**config.mk**
```make
export PLATFORM = sky130hd
export DESIGN_NAME = silhouette_outline_filter_flat
export DESIGN_NICKNAME = d
export VERILOG_FILES = /design/src/hw/rtl/sof_pkg.sv /design/src/hw/rtl/sof_if.sv /design/src/hw/rtl/sof_cell.sv /design/src/hw/rtl/sof_eval.sv /design/src/hw/rtl/sof_out_queue.sv /design/src/hw/rtl/silhouette_outline_filter.sv /design/src/flat_wrapper.sv
export SDC_FILE = /design/constraint.sdc
export NUM_CORES = 1
export LEC_CHECK = 0
export BUFFER_PORTS_ARGS = -buffer_cell sky130_fd_sc_hd__buf_2
export CORE_UTILIZATION = 50
export CTS_CLUSTER_DIAMETER = 40
export DETAILED_ROUTE_END_ITERATION = 10
export PLACE_DENSITY = 0.66
export SETUP_SLACK_MARGIN = 0.15
export SLEW_MARGIN = 15
export SYNTH_ARGS = -nofsm -noshare
export SYNTH_HDL_FRONTEND = slang
export SYNTH_HIERARCHICAL = 1
export SYNTH_SLANG_ARGS = --single-unit
```
**constraint.sdc**
```tcl
create_clock -name clk -period 27.7 [get_ports clk]
set_clock_uncertainty 0.05 [all_clocks]
set_input_delay 2.77 -clock clk [delete_from_list [all_inputs] [get_ports clk]]
set_output_delay 2.77 -clock clk [all_outputs]
set_load 0.01 [all_outputs]
```
**src/hw/rtl/sof_pkg.sv**
```systemverilog
package sof_pkg;

  localparam int SIDE        = 32;
  localparam int POS_W       = $clog2(SIDE);
  localparam int CHAIN_LEN   = 2 * SIDE;

  localparam int PIX_W       = 3;
  localparam int CFG_INDEX_W = 1;
  localparam int CFG_DATA_W  = 3;

  // Must stay a power of two so the queue pointers wrap on their own.
  localparam int QUEUE_DEPTH = 8;
  localparam int PTR_W       = $clog2(QUEUE_DEPTH);
  localparam int COUNT_W     = $clog2(QUEUE_DEPTH + 3);

  localparam logic [CFG_INDEX_W-1:0] REG_TRANSPARENT = 1'd0;
  localparam logic [CFG_INDEX_W-1:0] REG_OUTLINE     = 1'd1;

  localparam logic [PIX_W-1:0] TRANSPARENT_RESET = 3'd0;
  localparam logic [PIX_W-1:0] OUTLINE_RESET     = 3'd2;

  typedef logic [PIX_W-1:0] pix_t;

  // Rows top, middle, bottom by first index; columns left, center, right by second.
  typedef pix_t [2:0][2:0] window_t;

  typedef struct packed {
    logic top_ok;
    logic bot_ok;
    logic left_ok;
    logic right_ok;
  } mask_t;

  typedef struct packed {
    pix_t out_index;
    logic run_last;
    logic frame_end;
  } result_t;

endpackage

```
**src/hw/rtl/sof_if.sv**
```systemverilog
interface sof_pixel_if;
  logic          valid;
  logic          ready;
  sof_pkg::pix_t pixel_index;
  logic          frame_start;

  modport source (output valid, output pixel_index, output frame_start, input ready);
  modport sink (input valid, input pixel_index, input frame_start, output ready);
endinterface

interface sof_result_if;
  logic          valid;
  logic          ready;
  sof_pkg::pix_t out_index;
  logic          run_last;
  logic          frame_end;

  modport source (output valid, output out_index, output run_last, output frame_end,
                  input ready);
  modport sink (input valid, input out_index, input run_last, input frame_end,
                output ready);
endinterface

```
**src/hw/rtl/sof_cell.sv**
```systemverilog
module sof_cell (
  input  logic          clk,
  input  logic          shift,
  input  sof_pkg::pix_t feed,
  output sof_pkg::pix_t value
);

  always_ff @(posedge clk) begin
    if (shift) begin
      value <= feed;
    end
  end

endmodule

```
**src/hw/rtl/sof_eval.sv**
```systemverilog
module sof_eval (
  input  sof_pkg::window_t window,
  input  sof_pkg::mask_t   mask,
  input  sof_pkg::pix_t    transparent_code,
  input  sof_pkg::pix_t    outline_code,
  output sof_pkg::pix_t    pixel
);

  logic [2:0] row_ok;
  logic [2:0] col_ok;
  logic       any_solid;

  assign row_ok = {mask.bot_ok, 1'b1, mask.top_ok};
  assign col_ok = {mask.right_ok, 1'b1, mask.left_ok};

  always_comb begin
    any_solid = 1'b0;
    for (int r = 0; r < 3; r++) begin
      for (int c = 0; c < 3; c++) begin
        if (row_ok[r] && col_ok[c] && window[r][c] != transparent_code &&
            window[r][c] != outline_code) begin
          any_solid = 1'b1;
        end
      end
    end
    pixel = (window[1][1] == transparent_code && any_solid) ? outline_code : window[1][1];
  end

endmodule

```
**src/hw/rtl/sof_out_queue.sv**
```systemverilog
module sof_out_queue (
  input  logic               clk,
  input  logic               rst,
  input  logic               push_a,
  input  logic               push_b,
  input  sof_pkg::result_t   entry_a,
  input  sof_pkg::result_t   entry_b,
  output logic               room,
  sof_result_if.source       result
);

  sof_pkg::result_t                  entries [sof_pkg::QUEUE_DEPTH];
  logic [sof_pkg::PTR_W-1:0]         wr_ptr;
  logic [sof_pkg::PTR_W-1:0]         rd_ptr;
  logic [sof_pkg::COUNT_W-1:0]       count;
  logic [sof_pkg::COUNT_W-1:0]       count_next;
  logic [1:0]                        push_n;
  logic                              pop;
  sof_pkg::result_t                  first;
  sof_pkg::result_t                  head;

  assign push_n = {1'b0, push_a} + {1'b0, push_b};
  assign first  = push_a ? entry_a : entry_b;
  assign pop    = result.valid && result.ready;

  assign count_next = count + sof_pkg::COUNT_W'(push_n) - sof_pkg::COUNT_W'(pop);

  // A step pushes up to two results in the cycle after it, so keep two slots in hand.
  assign room = (count + sof_pkg::COUNT_W'(push_n)) <=
                sof_pkg::COUNT_W'(sof_pkg::QUEUE_DEPTH - 2);

  always_ff @(posedge clk) begin
    if (push_a || push_b) begin
      entries[wr_ptr] <= first;
    end
    if (push_a && push_b) begin
      entries[wr_ptr + sof_pkg::PTR_W'(1)] <= entry_b;
    end
  end

  always_ff @(posedge clk) begin
    if (rst) begin
      wr_ptr <= '0;
      rd_ptr <= '0;
      count  <= '0;
    end else begin
      wr_ptr <= wr_ptr + sof_pkg::PTR_W'(push_n);
      rd_ptr <= rd_ptr + sof_pkg::PTR_W'(pop);
      count  <= count_next;
    end
  end

  assign head             = entries[rd_ptr];
  assign result.valid     = count != '0;
  assign result.out_index = head.out_index;
  assign result.run_last  = head.run_last;
  assign result.frame_end = head.frame_end;

endmodule

```
**src/hw/rtl/silhouette_outline_filter.sv**
```systemverilog
// Outline filter for square SIDE x SIDE sprites of 3-bit palette indices, streamed in
// raster order. It takes one pixel per cycle while the queue has room and no drain runs,
// and gives one result per cycle while the output side is ready; each result trails the
// input by a row, or by a row and a pixel. The pixel stream shifts through a chain of 2*SIDE
// pixel cells whose taps give the two rows above, and a 3x3 window of cells feeds two outline
// evaluators, so the last column of a row yields two results in one step; an eight-entry
// output queue absorbs that and keeps the input at full rate while the output side is
// ready. The last pixel of a frame drains the final row: the chain runs on its own and the
// pixel channel is not ready. The user must write codes through the register port only
// between items, never during a drain; the block itself does not enforce this.
module silhouette_outline_filter (
  input  logic                                clk,
  input  logic                                rst,
  sof_pixel_if.sink                           pixel,
  sof_result_if.source                        result,
  input  logic                                write_enable,
  input  logic [sof_pkg::CFG_INDEX_W-1:0]     write_index,
  input  logic [sof_pkg::CFG_DATA_W-1:0]      write_data
);

  typedef struct packed {
    logic emit_a;
    logic emit_b;
    logic left_ok;
    logic top_ok;
    logic bot_ok;
    logic a_last;
    logic b_last;
    logic b_end;
  } step_t;

  sof_pkg::pix_t               transparent_code;
  sof_pkg::pix_t               outline_code;
  logic [sof_pkg::POS_W-1:0]   column_count;
  logic [sof_pkg::POS_W-1:0]   row_count;
  logic [sof_pkg::POS_W-1:0]   flush_col;
  logic                        flushing;
  logic                        room;
  logic                        accept;
  logic                        step;
  logic [sof_pkg::POS_W-1:0]   c_cur;
  logic [sof_pkg::POS_W-1:0]   r_cur;
  logic [sof_pkg::POS_W-1:0]   pos;
  logic                        col_last;
  logic                        row_last;
  logic                        final_item;
  logic                        has_mid;
  step_t                       flags;
  step_t                       ev;
  logic                        ev_valid;
  sof_pkg::pix_t               chain [sof_pkg::CHAIN_LEN];
  sof_pkg::pix_t               win [3][3];
  sof_pkg::pix_t               new_col [3];
  sof_pkg::window_t            window_a;
  sof_pkg::window_t            window_b;
  sof_pkg::mask_t              mask_a;
  sof_pkg::mask_t              mask_b;
  sof_pkg::pix_t               pix_a;
  sof_pkg::pix_t               pix_b;
  sof_pkg::result_t            entry_a;
  sof_pkg::result_t            entry_b;

  localparam logic [sof_pkg::POS_W-1:0] LAST_POS = sof_pkg::POS_W'(sof_pkg::SIDE - 1);

  // Register port.
  always_ff @(posedge clk) begin
    if (rst) begin
      transparent_code <= sof_pkg::TRANSPARENT_RESET;
      outline_code     <= sof_pkg::OUTLINE_RESET;
    end else if (write_enable) begin
      unique case (write_index)
        sof_pkg::REG_TRANSPARENT: transparent_code <= write_data;
        sof_pkg::REG_OUTLINE:     outline_code     <= write_data;
        default: begin
        end
      endcase
    end
  end

  assign pixel.ready = !flushing && room;
  assign accept      = pixel.valid && pixel.ready;
  assign step        = accept || (flushing && room);

  assign c_cur      = pixel.frame_start ? '0 : column_count;
  assign r_cur      = pixel.frame_start ? '0 : row_count;
  assign col_last   = c_cur == LAST_POS;
  assign row_last   = r_cur == LAST_POS;
  assign final_item = accept && col_last && row_last;

  // During a drain the chain walks the last row, with no row below it.
  assign pos     = flushing ? flush_col : c_cur;
  assign has_mid = flushing || r_cur != '0;

  always_comb begin
    flags.emit_a  = has_mid && pos != '0;
    flags.emit_b  = has_mid && pos == LAST_POS;
    flags.left_ok = pos != sof_pkg::POS_W'(1);
    flags.top_ok  = flushing || r_cur >= sof_pkg::POS_W'(2);
    flags.bot_ok  = !flushing;
    flags.a_last  = flags.emit_a && !flags.emit_b && !flushing;
    flags.b_last  = flags.emit_b && !final_item;
    flags.b_end   = flushing && pos == LAST_POS;
  end

  always_ff @(posedge clk) begin
    if (rst) begin
      column_count <= '0;
      row_count    <= '0;
      flush_col    <= '0;
      flushing     <= 1'b0;
      ev_valid     <= 1'b0;
    end else begin
      ev_valid <= step;
      if (accept) begin
        column_count <= col_last ? '0 : c_cur + sof_pkg::POS_W'(1);
        if (col_last) begin
          row_count <= row_last ? '0 : r_cur + sof_pkg::POS_W'(1);
        end else begin
          row_count <= r_cur;
        end
        if (final_item) begin
          flushing  <= 1'b1;
          flush_col <= '0;
        end
      end else if (flushing && room) begin
        flush_col <= flush_col + sof_pkg::POS_W'(1);
        if (flush_col == LAST_POS) begin
          flushing <= 1'b0;
        end
      end
    end
  end

  always_ff @(posedge clk) begin
    ev <= flags;
  end

  // Line delay: tap SIDE-1 is the row above, the far end two rows above.
  for (genvar k = 0; k < sof_pkg::CHAIN_LEN; k++) begin : g_chain
    if (k == 0) begin : g_head
      sof_cell u_cell (.clk(clk), .shift(step), .feed(pixel.pixel_index), .value(chain[k]));
    end else begin : g_body
      sof_cell u_cell (.clk(clk), .shift(step), .feed(chain[k-1]), .value(chain[k]));
    end
  end

  assign new_col[0] = chain[sof_pkg::CHAIN_LEN-1];
  assign new_col[1] = chain[sof_pkg::SIDE-1];
  assign new_col[2] = pixel.pixel_index;

  for (genvar r = 0; r < 3; r++) begin : g_row
    for (genvar c = 0; c < 3; c++) begin : g_col
      if (c == 2) begin : g_edge
        sof_cell u_cell (.clk(clk), .shift(step), .feed(new_col[r]), .value(win[r][c]));
      end else begin : g_inner
        sof_cell u_cell (.clk(clk), .shift(step), .feed(win[r][c+1]), .value(win[r][c]));
      end
    end
  end

  // Evaluator A is centered on the middle column, B on the newest one with no right side.
  always_comb begin
    for (int r = 0; r < 3; r++) begin
      window_a[r][0] = win[r][0];
      window_a[r][1] = win[r][1];
      window_a[r][2] = win[r][2];
      window_b[r][0] = win[r][1];
      window_b[r][1] = win[r][2];
      window_b[r][2] = win[r][2];
    end
  end

  assign mask_a = '{top_ok: ev.top_ok, bot_ok: ev.bot_ok, left_ok: ev.left_ok, right_ok: 1'b1};
  assign mask_b = '{top_ok: ev.top_ok, bot_ok: ev.bot_ok, left_ok: 1'b1, right_ok: 1'b0};

  sof_eval u_eval_a (
    .window(window_a), .mask(mask_a), .transparent_code(transparent_code),
    .outline_code(outline_code), .pixel(pix_a)
  );

  sof_eval u_eval_b (
    .window(window_b), .mask(mask_b), .transparent_code(transparent_code),
    .outline_code(outline_code), .pixel(pix_b)
  );

  assign entry_a = '{out_index: pix_a, run_last: ev.a_last, frame_end: 1'b0};
  assign entry_b = '{out_index: pix_b, run_last: ev.b_last, frame_end: ev.b_end};

  sof_out_queue u_queue (
    .clk(clk),
    .rst(rst),
    .push_a(ev_valid && ev.emit_a),
    .push_b(ev_valid && ev.emit_b),
    .entry_a(entry_a),
    .entry_b(entry_b),
    .room(room),
    .result(result)
  );

`ifndef SYNTHESIS
  a_no_input_in_drain: assert property (@(posedge clk) disable iff (rst)
    flushing |-> !pixel.ready)
    else $error("pixel channel ready while the last row drains");

  a_drain_follows_last: assert property (@(posedge clk) disable iff (rst)
    final_item |=> flushing)
    else $error("last pixel of a frame did not start the drain");

  a_b_needs_a: assert property (@(posedge clk) disable iff (rst)
    ev_valid && ev.emit_b |-> ev.emit_a)
    else $error("edge result without the column result before it");

  a_end_is_last: assert property (@(posedge clk) disable iff (rst)
    result.valid && result.frame_end |-> result.run_last)
    else $error("frame end beat not marked as the last of its pixel");
`endif

endmodule

```
**src/flat_wrapper.sv**
```systemverilog
// flat-port wrapper written by rule: the top's interface ports become plain ports
module silhouette_outline_filter_flat 
  (clk, rst, write_enable, write_index, write_data, pixel_valid, pixel_pixel_index, pixel_frame_start, pixel_ready, result_valid, result_out_index, result_run_last, result_frame_end, result_ready);
  sof_pixel_if pixel_i ();
  sof_result_if result_i ();
  input  logic clk;
  input  logic rst;
  input  logic write_enable;
  input  logic [sof_pkg::CFG_INDEX_W-1:0] write_index;
  input  logic [sof_pkg::CFG_DATA_W-1:0] write_data;
  input wire logic [$bits(pixel_i.valid)-1:0] pixel_valid;
  input wire logic [$bits(pixel_i.pixel_index)-1:0] pixel_pixel_index;
  input wire logic [$bits(pixel_i.frame_start)-1:0] pixel_frame_start;
  output wire logic [$bits(pixel_i.ready)-1:0] pixel_ready;
  output wire logic [$bits(result_i.valid)-1:0] result_valid;
  output wire logic [$bits(result_i.out_index)-1:0] result_out_index;
  output wire logic [$bits(result_i.run_last)-1:0] result_run_last;
  output wire logic [$bits(result_i.frame_end)-1:0] result_frame_end;
  input wire logic [$bits(result_i.ready)-1:0] result_ready;
  assign pixel_i.valid = pixel_valid;
  assign pixel_i.pixel_index = pixel_pixel_index;
  assign pixel_i.frame_start = pixel_frame_start;
  assign pixel_ready = pixel_i.ready;
  assign result_valid = result_i.valid;
  assign result_out_index = result_i.out_index;
  assign result_run_last = result_i.run_last;
  assign result_frame_end = result_i.frame_end;
  assign result_i.ready = result_ready;
  silhouette_outline_filter u_core (.clk(clk), .rst(rst), .pixel(pixel_i), .result(result_i), .write_enable(write_enable), .write_index(write_index), .write_data(write_data));
endmodule
```
==> metrics.cfg <==
[status]
outcome=complete, no violations

[route]
num_vias=6335
route.detailed.drc=0
drt_iter0_drc=445
wl_um=20500
drt-pass1-iter-count=5
ant_nets=0
wl_per_cell_um=17.5
post_drt_via_cell_ratio=5.42

[layout]
final_cells=1168
fin_nets=850
multi_input_area_um2=3410
n_antenna_cell=0
fin_util=0.587
areaGrowthSynthToFinish_pct=13.8
drive_above_1_share=0.171
register_area_um2=8600
fill_cells=1765

[die]
coreArea_um2=23800
initial_utilization=0.516
die_h_um=159
row_count=56
fp.dieArea_um2=25100
ios=20
die_w_um=159

[logic_synthesis]
synthTopCellsByArea=edfxtp_1 63%, dfxtp_1 6.7%, xor2_1 5.4%
synth_area_um2=12300
synthDistinctLibCells=62
synth_common_cells=259 x edfxtp_1, 75 x xor2_1, 41 x dfxtp_1
synth-edff-count=259
avgSynthCellArea_um2=15.6
ys_seq_area_frac=0.702
synth_top_area_cell=edfxtp_1
post_synth_inst_count=783
synth-seq-cells=300
ys.flop_type=edfxtp_1
yosysMostFrequentCell=edfxtp_1
synth_top_area_frac=0.635
ys_warn_count=6
synth-async-reset-ratio=0

[clocking]
cts_resized=0
clk_pin_slew_ns=0.06
ctsHtreeMaxLevel=2
holdBufCountCts=0
cts.sinks=300
tritoncts=yes
clockBufferDepth=3
clkLatencyLatePin_ns=0.52
cts_setup_buffers=0
root_buffer=clkbuf_16
cts_made_buffers=40

[place]
dp_hpwl_um=12000
dp.cells=1097
gp_congestion=0.809
io_buffers=19

[pwr]
peakVddDrop_mv=0.0498
finalPower_w=0.00133
power_density_nw_per_um2=95.3
power_leakage_nw=4.96

[worst_setup_path]
path_max_fanout=13
criticalPathCategory=reg -> out
crit_arrival_ns=3.64
crit_path_end_kind=primary output
cp_data_required_time_ns=24.88
cp-start-kind=flip-flop

[sta]
tns_ns=0
finalSetupViolations=0
tightest_slew_ns=1.17
rsz0062_at_grt=false
hold_violations=0
fin_crit_ns=6.46
slew_headroom=0.220
fmax_ghz=0.155
finalMaxSlewViolations=0
fin_crit_sh=0.233

[global_route]
grt.overflow.total=0
grt_pass1_wl_um=33100
grt_usage=0.171
antenna_found_initial=0
first_global_vias=6281
grt_max_degree=220

[job]
cap_violations=0

[hold_path]
min_path_type=reg -> reg

==> routing by layer <==
| layer | track usage | up-vias | part of all wire |
|---|---|---|---|
| li1 | - | 2998 | - |
| met1 | 0.242 | 3131 | 0.47 |
| met2 | 0.263 | 160 | 0.46 |
| met3 | 0.0367 | 46 | 0.046 |
| met4 | 0.0586 | 0 | 0.024 |
| met5 | 0 | - | 0 |
==> placed cells by master, fill, tap and decap left out, drive strengths merged, types with 6 or more instances in the layout <==
cell type,instances
o21ai,20
a31oi,12
nor2,39
ha,16
clkbuf,45
edfxtp,259
buf,24
mux4,10
mux2i,10
conb,10
dfxtp,41
clkinv,8
nor3,18
nand2,20
o31ai,9
nor2b,8
or3,6
o22ai,6
inv,22
nand3,15
mux2,36
nand2b,7
xor2,76
a21oi,40
xnor2,34
==> metrics by stage <==
step / area [µm²] / setup WS (ns) / hold slack [ns]
2_1_floorplan: 12300 / 14.95 / 0.350
6_report: 13900 / 21.24 / 0.360
5_1_grt: 13900 / 20.90 / 0.362
3_5_place_dp: 12600 / 21.78 / 0.355
4_1_cts: 13900 / 21.22 / 0.357
3_3_place_gp: 12600 / 21.88 / 0.352
==> cell families after synthesis <==
kind of cell,count (synthesis),share of synthesized area
and+or+nand+nor,143,0.0636
buffers and inverters,50,0.0233
muxes,56,0.0596
xor gates and xnor gates,110,0.0799
other,2,0.000613
AOI/OAI and AO/OA,105,0.0532
DFF,300,0.702
adders and majority gates,17,0.0180
==> registers in the layout, indices dropped and copies added (netlist names), 5 cells and up <==
signal                                   cells
u_core/g_row.g_col.g_inner.u_cell/value     18
u_core/ev                                    5
u_core/flush_col                             5
u_core/u_queue/entries                      40
u_core/g_row.g_col.g_edge.u_cell/value       9
u_core/column_count                          5
u_core/row_count                             5
u_core/g_chain.g_body.u_cell/value         189
==> where the power goes <==
group	switching, W	internal (W)
logic	0.0000866	0.0000570
clock network	0.000194	0.000314
registers	0.0000517	0.000626
==> cell type report <==
type | instances | share of cell area
Sequential cell | 300 | 0.616
Timing Repair Buffer | 24 | 0.0104
Tap cell | 319 | 0.0286
Multi-Input combinational cell | 441 | 0.244
Clock inverter | 26 | 0.0222
Inverter | 13 | 0.00350
Clock buffer | 45 | 0.0746
==> critical path, stage by stage (launching register included) <==
cell,delay (ns)
dfxtp_1,0.31
and2_1,0.51
inv_1,0.10
ha_1,0.34
ha_1,0.25
nor2b_1,0.16
o2111a_1,0.24
a311oi_1,0.36
and2_1,0.35
inv_1,0.21
nor2_1,0.16
buf_2,0.15
==> final timing paths <==
kind	startpoint	to	slack [ns]	depth (start not counted)
max	u_core/ev_valid$_SDFF_PP0_	pixel_ready	21.24	11
min	u_core/g_chain[23].g_body.u_cell/value[1]$_DFFE_PP_	u_core/g_chain[24].g_body.u_cell/value[1]$_DFFE_PP_	0.36	0
max reg2reg	u_core/ev_valid$_SDFF_PP0_	u_core/g_chain[33].g_body.u_cell/value[0]$_DFFE_PP_	23.38	11
min reg2reg	u_core/g_chain[23].g_body.u_cell/value[1]$_DFFE_PP_	u_core/g_chain[24].g_body.u_cell/value[1]$_DFFE_PP_	0.36	0
No activity file was read; power rests on OpenSTA's default activity.
